### src/rtl/core/tss_pkg.sv
// tree sort stream package: beat types and cell control struct
// no dependencies; used by tss_cell and tree_sort_stream_core
`timescale 1ns / 1ps
`default_nettype none

package tss_pkg;

  localparam int unsigned DATA_W = 32;

  typedef struct packed {
    logic signed [DATA_W-1:0] value;
    logic                     final_item;
  } in_beat_t;

  typedef struct packed {
    logic signed [DATA_W-1:0] sorted_value;
    logic                     run_end;
    logic                     overflow;
  } out_beat_t;

  typedef struct packed {
    logic ins;    // insert broadcast value this cycle
    logic drain;  // shift chain toward cell 0
    logic occ;    // cell holds a stored value
    logic tail;   // first free cell
  } cell_ctl_t;

endpackage

`default_nettype wire

### src/rtl/core/tss_cell.sv
// one cell of the insertion chain: holds a single value, trades with neighbors
// depends on tss_pkg
`timescale 1ns / 1ps
`default_nettype none

module tss_cell
  import tss_pkg::*;
(
  input  wire logic                     clk_i,
  input  wire cell_ctl_t                ctl_i,
  input  wire logic signed [DATA_W-1:0] new_value_i,
  input  wire logic signed [DATA_W-1:0] left_value_i,
  input  wire logic                     left_shift_i,
  input  wire logic signed [DATA_W-1:0] right_value_i,
  output logic signed [DATA_W-1:0]      value_o,
  output logic                          shift_o
);

  logic signed [DATA_W-1:0] value_q, value_d;

  // equal values stay ahead of the new one, so strict compare
  assign shift_o = ctl_i.ins && ctl_i.occ && (new_value_i < value_q);

  always_comb begin
    value_d = value_q;
    if (ctl_i.drain) begin
      value_d = right_value_i;
    end else if (ctl_i.ins) begin
      if (left_shift_i) begin
        value_d = left_value_i;
      end else if (shift_o || ctl_i.tail) begin
        value_d = new_value_i;
      end
    end
  end

  always_ff @(posedge clk_i) begin
    value_q <= value_d;
  end

  assign value_o = value_q;

endmodule

`default_nettype wire

### config.mk
export PLATFORM = sky130hd
export DESIGN_NAME = tss_cell
export DESIGN_NICKNAME = d
export VERILOG_FILES = /design/src/rtl/core/tss_pkg.sv /design/src/rtl/core/tss_cell.sv
export SDC_FILE = /design/constraint.sdc
export NUM_CORES = 1
export LEC_CHECK = 0
export BUFFER_PORTS_ARGS = -buffer_cell sky130_fd_sc_hd__buf_2
export CAP_MARGIN = 25
export CORE_MARGIN = 1
export CORE_UTILIZATION = 44
export CTS_CLUSTER_DIAMETER = 30
export DETAILED_ROUTE_END_ITERATION = 7
export GPL_TIMING_DRIVEN = 0
export PLACE_DENSITY = 0.81
export SLEW_MARGIN = 5
export SYNTH_ARGS = -nofsm -noshare
export SYNTH_HDL_FRONTEND = slang
export SYNTH_SLANG_ARGS = --single-unit
### constraint.sdc
create_clock -name clk_i -period 11.8 [get_ports clk_i]
set_clock_uncertainty 0.2 [all_clocks]
set_input_delay 0.59 -clock clk_i [delete_from_list [all_inputs] [get_ports clk_i]]
set_output_delay 0.59 -clock clk_i [all_outputs]
set_load 0.03 [all_outputs]
==> After elaboration in Yosys (flattened, before gate mapping) <==
Index checks and enable logic that the tools add are counted.
{ "word_totals": {"in_bits": 102, "reg_bits": 32, "word_cells": 12} }
{ "op_classes": {"mux": 4, "reduce_logical": 6, "order_cmp": 1} }
{ "ops": {"columns": ["operator", "count"], "rows": [
  ["32-bit two-way mux", 4],
  ["32-bit less-than comparator", 1],
  ["3-bit nonzero test", 1],
  ["1-bit logical AND", 2],
  ["2-bit AND reduction", 1],
  ["2-bit nonzero test", 1],
  ["1-bit logical OR", 1]
]} }

==> Depth between registers and ports, before layout <==
Gate-level depths: netlist of the first run.
{ "depth": {"word_depth": 7, "mapped_depth": 8, "depth_no_buf": 8} }

==> Worst setup path after synthesis of the first run <==
OpenSTA, ideal clock, no wires.
{ "synth_path": {"kind": "in2reg", "startpoint": "in new_value_i[30]", "endpoint": "reg value_q[0] (netlist: value_o[0]), enable pin", "stages": 7, "setup_ps": 425, "arrival_time_ps": 3380, "path_buffers": 0, "path_slack_ps": 7795, "cell_sequence": "ha_1 -> a21oi_2 -> nand2_1 -> a221o_1 -> a211o_1 -> a31o_1 -> o21ai_1"} }
{ "synth_via": {"elab_chain_len": 5} }
{ "synth_rtl": {"columns": ["element", "line", "rtl"], "rows": [
  ["start, declared", "tss_cell.sv:11", "input wire logic signed [DATA_W-1:0] new_value_i,"],
  ["32-bit less-than comparator", "tss_cell.sv:22", "assign shift_o = ctl_i.ins && ctl_i.occ && (new_value_i < value_q);"],
  ["1-bit logical AND", "tss_cell.sv:22", null],
  ["1-bit logical OR", "tss_cell.sv:31", "end else if (shift_o || ctl_i.tail) begin"],
  ["3-bit nonzero test (no source line)", null, null],
  ["2-bit AND reduction (no source line)", null, null],
  ["end signal, assigned", "tss_cell.sv:38", "value_q <= value_d;"],
  ["end, declared", "tss_cell.sv:19", "logic signed [DATA_W-1:0] value_q, value_d;"]
]} }
No other way between the ends.
A chain may end at the register's enable or synchronous reset.

==> Final worst setup path of the first run <==
{ "layout_path": {"startpoint": "in new_value_i[2]", "endpoint": "out shift_o"} }
{ "layout_via": {"elab_chain_len": 2} }
{ "layout_rtl": {"columns": ["element", "line", "rtl"], "rows": [
  ["32-bit less-than comparator", "tss_cell.sv:22", null],
  ["1-bit logical AND", "tss_cell.sv:22", null],
  ["end, declared", "tss_cell.sv:16", "output logic shift_o"]
]} }
No other way between the ends.

==> summary.md, run 1 <==
| Metric | Value |
|---|---|
| Status | finished clean |
| CP max FO | 2 |
| First-pass GRT wire length | 10220 um |
| Pre-CTS setup slack | about 8.3 ns |
| Post-synth top area share | 0.3979 |
| Core Area | ~5200 um^2 |
| Ys Warns | 0 |
| Post-synth cell types | 25 |
| Crit path launch type | input port |
| Largest net degree at the start of global routing | 18 |
| DRC | 0 |
| Clk_lat worst skew | about 0.28 ns |
| CP Capture Type | output pin |
| Post-synthesis mux area share | 0.1326 |
| Worst min-delay path startpoint | right_value_i[13] |
| Final period utilization | 0.2853 |
| Final setup vio count | 0 |
| CP startpoint | new_value_i[2] |
| Post-Synth XOR/XNOR Area | 0 |
| Die width | 76.08 um |
| Peak Freq | approximately 300 MHz |
| Critical path data required time | roughly 11 ns |
| Vias | ~2400 |
| CTS Buf Count | 5 |
| Number of global-route vias before repair | 2314 |
| CTS Hold Bufs | 0 |
| Grt ovf | 0 |
| Critical R2R Launch | value_o[2] |
| Total power | 0.3555 mW |
| Port Buffers | 132 |
| Antenna Nets Post-Route | 0 |
| Cell taking the most area after synthesis | edfxtp_1 |
| Clk pin slew, worst setup/hold paths | 0.06 ns |
| Compound-gate portion of the synthesized area | 0.1446 |
| Layout Utilization | 0.6305 |
| Root Buffer Master | clkbuf_8 |
| Setup CP Type | in2out |
| H-tree depth | 2 |
| Site Rows | 26 |
| # diodes | 0 |
| Largest family of logic cells by synthesized area | adder cells |
| Hold crit path type | in2reg |
| Slowest CP cell | a211o_1 |
| Postcts setup bufs | 0 |
| Final Slew Violations | 0 |
| Initial core utilization | 0.4639 |
| Clock Sink Count | 32 |
| Worst-Margin Slew | approximately 0.62 ns |
| Simple-Gate Fraction of Synth Area | 0.09741 |
| Max transition margin | 0.5840 |
| Die Area | between 5000 and 6000 um^2 |
| Avg Inst Size Synth | about 9.5 um^2 |
| Area share of fa/ha/maj cells after synthesis | 0.1606 |
| Antenna violations before repair | 0 |
| Synthesized cell area | between 2000 and 2500 um^2 |
| Nets | between 500 and 600 |
| Cell area after placement | between 3000 and 4000 um^2 |
| Worst path max stage delay | roughly 0.31 ns |
| Cell-by-cell trace of the critical path | buf_2 > ha_1 > a211o_1 > a31oi_1 > o221ai_1 > a211o_1 > a31o_1 > o21ai_1 > buf_2 |
| Seq/Total Area, Yosys | 0.3979 |
| Placed wire-length estimate | 5081 um |
| First drt pass iteration count | 4 |
| Critical Path AT | between 2 and 3 ns |
| Max FFs per register | 32 |
| Final hold vios | 0 |
| Clock Path Buffers | 2 |
| Layout cells sized above 1 | 0.3611 |
| Unrepaired setup endpoints after global routing | no |
| Routed wire length | 6166 um |
| Syn Nets | 388 |
| Chip height | 76.08 um |
| Vias per Instance | 5.047 |
| Ranking of synthesized cells by area | edfxtp_1, ha_1, mux2i_1 |
| Leakage Power | between 1.5 and 2 nW |
| Maxcap violations | 0 |
| Total I/O pin count | 135 |
| Syn Inst Count | about 260 |
| Final setup TNS | 0 ns |
| GRT Overall Usage | 0.2196 |
| Setup WS post-layout | roughly 8.4 ns |
| Iter 0 DRT Violations | 79 |
| Final Wtd Congestion | roughly 0.88 |
| Min Tclk post-route | 3.367 ns |
| Resized cells post-CTS | 0 |
| VDD IR max | 0.05517 mV |
| Syn-to-layout area delta | 35.91% |
| #FFs+latches synth | 32 |
| Final instance area | roughly 3300 um^2 |
| TritonCTS clock tree | done |
| Avg WL per Cell | 13.23 um |
| Power Dens Cells | 108.3 nW/um^2 |
report_power, final:
group | switching, mW | internal, mW | total (mW) | leakage [nW]
sequential | 0.00558 | 0.142 | 0.147 | 0.331
combinational | 0.0766 | 0.0493 | 0.126 | 1.36
clock | 0.0412 | 0.0411 | 0.0823 | 0.0399
cells in the final DEF (no fill, tap or decap), drive strengths merged:
cell	n
o21ai	38
nand2b	1
a221o	1
a21o	2
nor4	1
a21oi	13
nor2	4
nand3	4
edfxtp	32
o221ai	1
clkinv	1
nand2	41
mux2i	32
and4	1
nand4	4
a31o	1
ha	31
a211o	3
o21a	1
buf	136
clkbuf	15
a211oi	1
a31oi	1
inv	31
stage by stage:
step	hold WS [ns]	std cells
floorplan	0.5771	255
detailed placement	0.6721	458
CTS	0.3784	466
finish	0.3878	466
global placement	0.6645	457
global route	0.3901	466
synthesized netlist by cell type, drive strengths merged:
cell and count:
and4 1, o21ai 38, o21a 1, o221ai 1, a211oi 1, clkbuf 8
a31o 1, nand4 4, ha 31, a211o 3, nand3 4, nand2 41
inv 31, nor4 1, a221o 1, buf 3, nor2 4, mux2i 32
edfxtp 32, nand2b 1, a31oi 1, a21oi 13, a21o 2
path summary, 6_finish.rpt:
path	endpoint	slack [ns]	cells past startpoint
hold / removal	value_o[13]	0.39	3
setup / recovery	shift_o	8.43	9
setup reg to reg	value_o[9]	8.66	9
hold reg to reg	value_o[22]	1.08	4
layer usage:
metal  up-vias  GRT usage  part of all wire
met5         -          0                 0
met4         0    0.09615             0.024
li1       1188          -                 -
met2        86     0.3900              0.48
met1      1065     0.2578              0.44
met3        13    0.04072             0.057
area by class of cell:
| type | count | area, um^2 |
|---|---|---|
| Buffer | 11 | 45.04 |
| Inverter | 31 | 116.4 |
| Multi-Input combinational cell | 181 | 1304 |
| Clock buffer | 7 | 76.32 |
| Tap cell | 70 | 87.58 |
| Clock inverter | 1 | 3.754 |
| Sequential cell | 32 | 960.9 |
| Fill cell | 483 | 1923 |
| Timing Repair Buffer | 133 | 688.2 |
critical path: cells and delay by family:
| kind | cells | cell delay, ns |
|---|---|---|
| fa+ha+maj | 1 | 0.30 |
| compound gates | 6 | 1.35 |
| buf+inv | 2 | 0.33 |
cells by family (layout without fill, tap and decap cells):
family                     count (synthesis)  count (layout)
and+or+nand+nor                           56              56
buffers and inverters                     42             183
adders and majority gates                 31              31
AOI/OAI and AO/OA                         62              62
muxes                                     32              32
DFF                                       32              32
Power figures use the tool's default switching activity.
==> run 2: changes to the inputs <==
Settings changed: ABC_AREA from default to 1, PLACE_DENSITY 0.81 to 0.8.
Clock period 11.8 ns to 3.1 ns, I/O delays scaled along.
==> run 2 against run 1 <==
  * Power increased to 3.7 times the previous value
  * Synthesized cell count increased by 25%
  * Die area grew 2.2%
  * Setup slack worse by 7.9 ns
  * Sequential share of layout area decreased by 1.6 points
  * Non-clock buffer count is 17 higher
  * Wire length grew 15%
  * Worst hold slack got worse by 0.38 ns
  * Via count is 14% higher
  * Sequential cell count did not move
  * Clock power grew to 3.7 times the previous value
  * Sequential power rose to 3.7 times the previous value
  * Critical path type is now reg2reg
  * Largest power group unchanged
==> summary.md, run 2 <==
| Metric | Value |
|---|---|
| Core Area | 5270 um^2 (+1.2%) |
| Site Rows | 26 (unchanged) |
| CP dominant cell by count | nand2_1 |
| Syn Nets | 452 (+16%) |
| Final instance area | 3466 um^2 (+5.6%) |
| # diodes | 0 (unchanged) |
| Cell area after placement | 3226 um^2 (+0.74%) |
| Root Buffer Master | clkbuf_8 |
| R2R setup slack | 0.52 ns (-8.14 ns) |
| Ys Warns | 0 (unchanged) |
| Critical path data required time | 2.88 ns (-8.13 ns) |
| Avg Inst Size Synth | 7.743 um^2 (-18%) |
| Layout cells sized above 1 | 0.3143 (-0.04677) |
| CP max FO | 26 (+24) |
| Number of global-route vias before repair | 2716 (+17%) |
| Leakage Power | 1.838 nW (+6.1%) |
| TritonCTS clock tree | done |
| Grt ovf | 0 (unchanged) |
| Final Slew Violations | 0 (unchanged) |
| R2R depth | 14 (+5) |
| Commonest non-fill, non-tap cell in the layout | buf_2 |
| Cell taking the most area after synthesis | edfxtp_1 |
| Clk pin slew, worst setup/hold paths | 0.07 ns (about the same) |
| Antenna violations before repair | 0 (unchanged) |
| Placed Instances | 521 (+14%) |
| Vias per Instance | 4.923 (-2.5%) |
| Post-route insts no fill | 544 (+17%) |
| Initial core utilization | 0.4687 (+0.004719) |
| Worst min-delay path startpoint | right_value_i[6] |
| CP Capture Type | register |
| Antenna Nets Post-Route | 0 (unchanged) |
| Resized cells post-CTS | 0 (unchanged) |
| Clock Sink Count | 32 (unchanged) |
| Status | finished clean |
| Final setup TNS | 0 ns (unchanged) |
| Worst Hold End | value_o[6] |
| Die width | 76.92 um (+1.1%) |
| GRT Overall Usage | 0.2541 (+0.03453) |
| Number of flops mapped to enable cells by yosys | 32 (unchanged) |
| Layout Utilization | 0.6576 (+0.02712) |
| #FFs+latches synth | 32 (unchanged) |
| Peak Freq | roughly 390 MHz |
| Critical Path AT | 2.36 ns (-0.22 ns) |
| Synthesized cell area | 2470 um^2 (+2.3%) |
| CTS Buf Count | 5 (unchanged) |
| Final hold vios | 0 (unchanged) |
| Max transition margin | 0.6350 (+0.05100) |
| VDD IR max | 0.1986 mV (+260%) |
| Power Dens Cells | 383.6 nW/um^2 (+250%) |
| H-tree depth | 2 (unchanged) |
| Chip height | 76.92 um (+1.1%) |
| Seq/Total Area, Yosys | 0.3891 (-0.008870) |
| Crit path launch type | register |
| Clk_lat worst skew | 0.28 ns (about the same) |
| Most frequent cells in the layout | buf_2, a21oi_1, nand2_1, inv_1, nor2_1 |
| Vias | 2678 (+14%) |
| R2R Path End | value_o[15] |
| Avg WL per Cell | 13.00 um (-1.7%) |
| Iter 0 DRT Violations | 106 (+34%) |
| Largest net degree at the start of global routing | 33 (+15) |
| Routed wire length | 7073 um (+15%) |
| Total I/O pin count | 135 (unchanged) |
| Maxcap violations | 0 (unchanged) |
| Post-synth top flop | edfxtp_1 |
| Syn-to-layout area delta | 40.32% |
| Placed wire-length estimate | 5348 um (+5.3%) |
| DRC | 0 (unchanged) |
| Cell-by-cell trace of the critical path | inv_1 > ha_1 > a21oi_1 > nor2_1 > nor3_2 > nand2_1 > nand2_1 > nand2_1 > nand2_1 > nand2_1 > nand2_1 > nand3_2 > a21oi_4 > buf_12 |
| Clock Path Buffers | 2 (unchanged) |
| Unrepaired setup endpoints after global routing | no |
| First drt pass iteration count | 4 (unchanged) |
| Critical R2R Launch | value_o[5] |
| Post-synth cell types | 21 (-16%) |
| Worst path max stage delay | 0.39 ns (+0.08 ns) |
| First-pass GRT wire length | 11830 um (+16%) |
| Nets | 606 (+15%) |
| Count leader, synth | a21oi_1 |
| Slowest CP cell | edfxtp_1 |
| Worst-Margin Slew | 0.5476 ns (-0.07414 ns) |
| Hold depth | 3 (unchanged) |
| Setup CP Type | reg2reg |
| Post-synth top cells | a21oi_1, nand2_1, inv_1 |
| Final Wtd Congestion | 0.8472 (-3.5%) |
| Die Area | 5917 um^2 (+2.2%) |
| Final setup vio count | 0 (unchanged) |
| Ranking of synthesized cells by area | edfxtp_1, ha_1, a21oi_1 |
| Port Buffers | 132 (unchanged) |
| Ys async rst share | 0 (unchanged) |
| Final period utilization | 0.8327 |
| Syn Inst Count | 319 (+25%) |
| Max FFs per register | 32 (unchanged) |
| Post-synth top area share | 0.3891 (-0.008870) |
| Hold crit path type | in2reg |
| Min Tclk post-route | approximately 2.6 ns |
## run 2: cell types whose count changed after synthesis, sizes merged, moves of 2 or more
cell	previous run	this run
nor2	4	41
mux2i	32	0
a211o	3	0
inv	31	44
o21ai	38	4
nand2	41	64
buf	3	5
nand4	4	1
a21oi	13	80
a21o	2	0
nor3	0	3
## run 2: worst max-delay path by stage
stage                  end        start  cells after the start
2_1_floorplan   value_o[0]  value_o[21]                     11
3_3_place_gp    value_o[4]   value_o[5]                     13
3_5_place_dp    value_o[6]   value_o[5]                     13
4_1_cts         value_o[8]   value_o[5]                     13
5_1_grt        value_o[15]   value_o[5]                     14
6_report       value_o[15]   value_o[5]                     14
## run 2: repair_timing
| item | CTS | global route |
|---|---|---|
| hold endpoints to repair | 14 | 0 |
| buffers inserted | 0 | 0 |
| hold buffers | 14 | 0 |
## run 2: cell families (layout without fill, tap and decap cells)
kind of cell / count (synthesis) / in the layout / share of synthesized area
adders and majority gates: 31 / 31 / 0.1570
buffers and inverters: 58 / 213 / 0.09473
and+or+nand+nor: 113 / 113 / 0.1814
AOI/OAI and AO/OA: 85 / 85 / 0.1778
DFF: 32 / 32 / 0.3891
## run 2: metrics by stage
| step | setup WS (ns) | power (mW) | hold WS [ns] |
|---|---|---|---|
| floorplan | 0.3686 | 0.8485 | 0.1848 |
| global placement | 0.1730 | 0.9972 | 0.2712 |
| global route | 0.3524 | 1.424 | 0.008503 |
| CTS | 0.09238 | 1.339 | 0.0009807 |
| detailed placement | 0.1024 | 1.012 | 0.2824 |
| finish | 0.5186 | 1.330 | 0.008873 |
## run 2: final cells by class
cell class,count,area [um^2]
repair buffers,147,820.8
inverters,44,165.2
plain buffers,14,68.82
multi-input cells,229,1282
clock inverters,1,3.754
flip-flops and latches,32,960.9
fillers,504,1804
clock buffers,7,76.32
well taps,70,87.58
## run 2: power by group
| group | internal, mW | total (mW) | switching, mW |
|---|---|---|---|
| Sequential | 0.531 | 0.551 | 0.0199 |
| Clock | 0.156 | 0.307 | 0.151 |
| Combinational | 0.184 | 0.471 | 0.287 |
| Total | 0.871 | 1.33 | 0.458 |
## run 2: layer usage
layer,vias to the layer above,GRT usage,part of all wire
met1,1195,0.2919,0.43
met5,-,0,0
met2,107,0.4679,0.50
met3,6,0.05357,0.063
li1,1370,-,-
met4,0,0.07500,0.0098
## run 2: critical path, delay by kind of cell (launching register included)
kind	cells	cell delay, ns
buffers and inverters	2	0.31
and+or+nand+nor	9	0.68
adders and majority gates	1	0.23
AOI/OAI and AO/OA	2	0.45
DFF	1	0.39
==> run 3: changes to the inputs <==
Settings changed: ABC_AREA 1 to 0, CORE_UTILIZATION 44 to 41, PLACE_DENSITY 0.8 to 0.79.
Clock period 3.1 ns to 2.25 ns, I/O delays scaled along.
==> run 3 against run 2 <==
  * The flow now finishes with violations (setup timing)
  * Cell count decreased by 5.5%
  * Combinational power up 75%
  * Worst hold slack worse by 0.0027 ns
  * Clock-buffer cell count stayed put
  * Sequential power grew 41%
  * First-iteration DRC count up 2.8%
  * Setup slack worse by 1.0 ns
  * Clock power rose by 38%
  * Sequential share of layout area is 3.0 points lower
  * Largest cell class unchanged
==> summary.md, run 3 (synthesis results as in run 1) <==
| Metric | Value |
|---|---|
| Status | finished with violations |
| Violated checks | setup timing |
| Final period utilization | 1.233 (+0.4001) |
| Commonest non-fill, non-tap cell in the layout | buf_2 |
| Antenna Nets Post-Route | 0 (unchanged) |
| Setup WS post-layout | -0.5239 ns (-1.042 ns) |
| R2R depth | 9 (-5) |
| First-pass GRT wire length | 12190 um (+3.0%) |
| Grt ovf | 0 (unchanged) |
| Final setup vio count | 33 (+33) |
| Setup CP Type | reg2reg |
| Antenna violations before repair | 0 (unchanged) |
| Min Tclk post-route | 2.774 ns (+0.1925 ns) |
| Crit path launch type | register |
| Chip height | 78.75 um (+2.4%) |
| # fillers | 464 (-7.9%) |
| Vias per Instance | 5.074 (+3.1%) |
| CP max FO | 8 (-69%) |
| Cell area after placement | 3189 um^2 (-1.1%) |
| GRT Overall Usage | 0.2595 (+0.005314) |
| CP Capture Type | register |
| Vias | 2608 (-2.6%) |
| DRC | 0 (unchanged) |
| Final Slew Violations | 0 (unchanged) |
| Clk_lat worst skew | 0.28 ns (about the same) |
| # diodes | 0 (unchanged) |
| Port Buffers | 132 (unchanged) |
| Syn-to-layout area delta | 61.04% |
| Nets | 574 (-5.3%) |
| Die width | 78.75 um (+2.4%) |
| Critical path data required time | 2.04 ns (-0.84 ns) |
| Final Wtd Congestion | 0.8175 (-3.5%) |
| Initial core utilization | 0.4306 (-0.03805) |
| First drt pass iteration count | 4 (unchanged) |
| P_sw | 0.7064 mW (+54%) |
| Clock power frac | 0.209 (-0.022) |
| Max FFs per register | 32 (unchanged) |
| Combinational power share | 0.407 (+0.053) |
| Area of the multi-input gates | 1440 um^2 (+12%) |
| Hold crit path type | in2reg |
| Clock Sink Count | 32 (unchanged) |
| Number of global-route vias before repair | 2696 (-0.74%) |
| TritonCTS clock tree | done |
| Routed wire length | 7922 um (+12%) |
| Final hold vios | 0 (unchanged) |
| Hold depth | 3 (unchanged) |
| Iter 0 DRT Violations | 109 (+2.8%) |
| Critical Path AT | 2.56 ns (+0.20 ns) |
| Switching Share | 0.3482 (+0.003571) |
| Max transition margin | 0.6235 (-0.01142) |
| Sequential cell area | 960.9 um^2 (unchanged) |
| Seq pwr share | 0.384 (-0.031) |
| VDD IR max | 0.3091 mV (+56%) |
| Final instance area | 3889 um^2 (+12%) |
| Internal power | 1.323 mW (+52%) |
| Site Rows | 27 (+3.8%) |
| Core Area | 5608 um^2 (+6.4%) |
| CTS Buf Count | 5 (unchanged) |
| Clock Path Buffers | 2 (unchanged) |
| Layout cells sized above 1 | 0.3756 (+0.06122) |
| H-tree depth | 2 (unchanged) |
| Root Buffer Master | clkbuf_8 |
| Worst-Margin Slew | 0.5595 ns (+0.01197 ns) |
| Largest net degree at the start of global routing | 17 (-48%) |
| R2R setup slack | -0.52 ns (-1.04 ns) |
| Placed wire-length estimate | 5244 um (-2.0%) |
| Power Dens Cells | 521.8 nW/um^2 (+36%) |
| Most frequent cells in the layout | buf_2, nand2_1, dlygate4sd3_1, o21ai_0 |
| Clk pin slew, worst setup/hold paths | 0.07 ns (about the same) |
| Die Area | 6201 um^2 (+4.8%) |
| Unrepaired setup endpoints after global routing | yes |
| Avg WL per Cell | 15.41 um (+19%) |
| Maxcap violations | 0 (unchanged) |
| Total power | 2.029 mW (+53%) |
| Leakage Power | 1.950 nW (+6.1%) |
| Peak Freq | 360.5 MHz (-6.9%) |
| Total I/O pin count | 135 (unchanged) |
## run 3: worst max-delay path, stage by stage (launching register included)
cell and delay [ns]:
edfxtp_1 0.39, inv_1 0.11, ha_4 0.21, a21oi_2 0.13, o21ai_1 0.09, a221o_1 0.33, a211o_1 0.35, a31o_4 0.27
o21ai_4 0.20, clkbuf_16 0.20
## run 3: repair_timing
item,in CTS,in global routing
endpoints found under the hold margin,32,0
endpoints found under the setup margin,33,33
buffers inserted,3,3
hold buffers,39,0
pin swaps,7,7
resized for setup,13,9
cloned,1,1
## run 3: per-stage QoR
stage | setup TNS, ns | util | std cells | worst slack [ns] | hold WS [ns]
6_report | -15.92 | 0.6934 | 514 | -0.5239 | 0.006147
5_1_grt | -17.95 | 0.6934 | 514 | -0.5901 | 0.02315
4_1_cts | -15.55 | 0.6747 | 510 | -0.5278 | 0.002417
3_5_place_dp | -35.16 | 0.5687 | 459 | -1.090 | 0.1953
3_3_place_gp | -32.77 | 0.5687 | 459 | -1.017 | 0.1892
2_1_floorplan | -26.05 | - | 255 | -0.8009 | 0.09963
## run 3: area by class of cell
class / count / area share
Tap cell: 72 / 0.02317
Sequential cell: 32 / 0.2471
Multi-Input combinational cell: 182 / 0.3703
Clock inverter: 1 / 0.0009653
Timing Repair Buffer: 178 / 0.2973
Inverter: 31 / 0.02992
Clock buffer: 7 / 0.01963
Buffer: 11 / 0.01158
## run 3: layer usage
metal,track usage,up-vias,share of wire
li1,-,1284,-
met1,0.2739,1182,0.38
met2,0.4887,117,0.53
met3,0.05057,25,0.051
met4,0.1241,0,0.038
met5,0,-,0
## run 3: path summary, 6_finish.rpt
check | startpoint | to
worst min-delay path | left_value_i[16] | value_o[16]
worst min register to register | value_o[31] | value_o[25]
worst max register to register | value_o[23] | value_o[11]
worst max-delay path | value_o[23] | value_o[11]
## run 3: power by group through the flow
stage	registers, mW	clock network (mW)	logic, mW
final	0.779	0.424	0.826
after global routing	0.787	0.465	0.901
after CTS	0.779	0.438	0.773
after detailed placement	0.793	0	0.660
after global placement	0.787	0	0.639
after floorplan	0.926	0	0.282
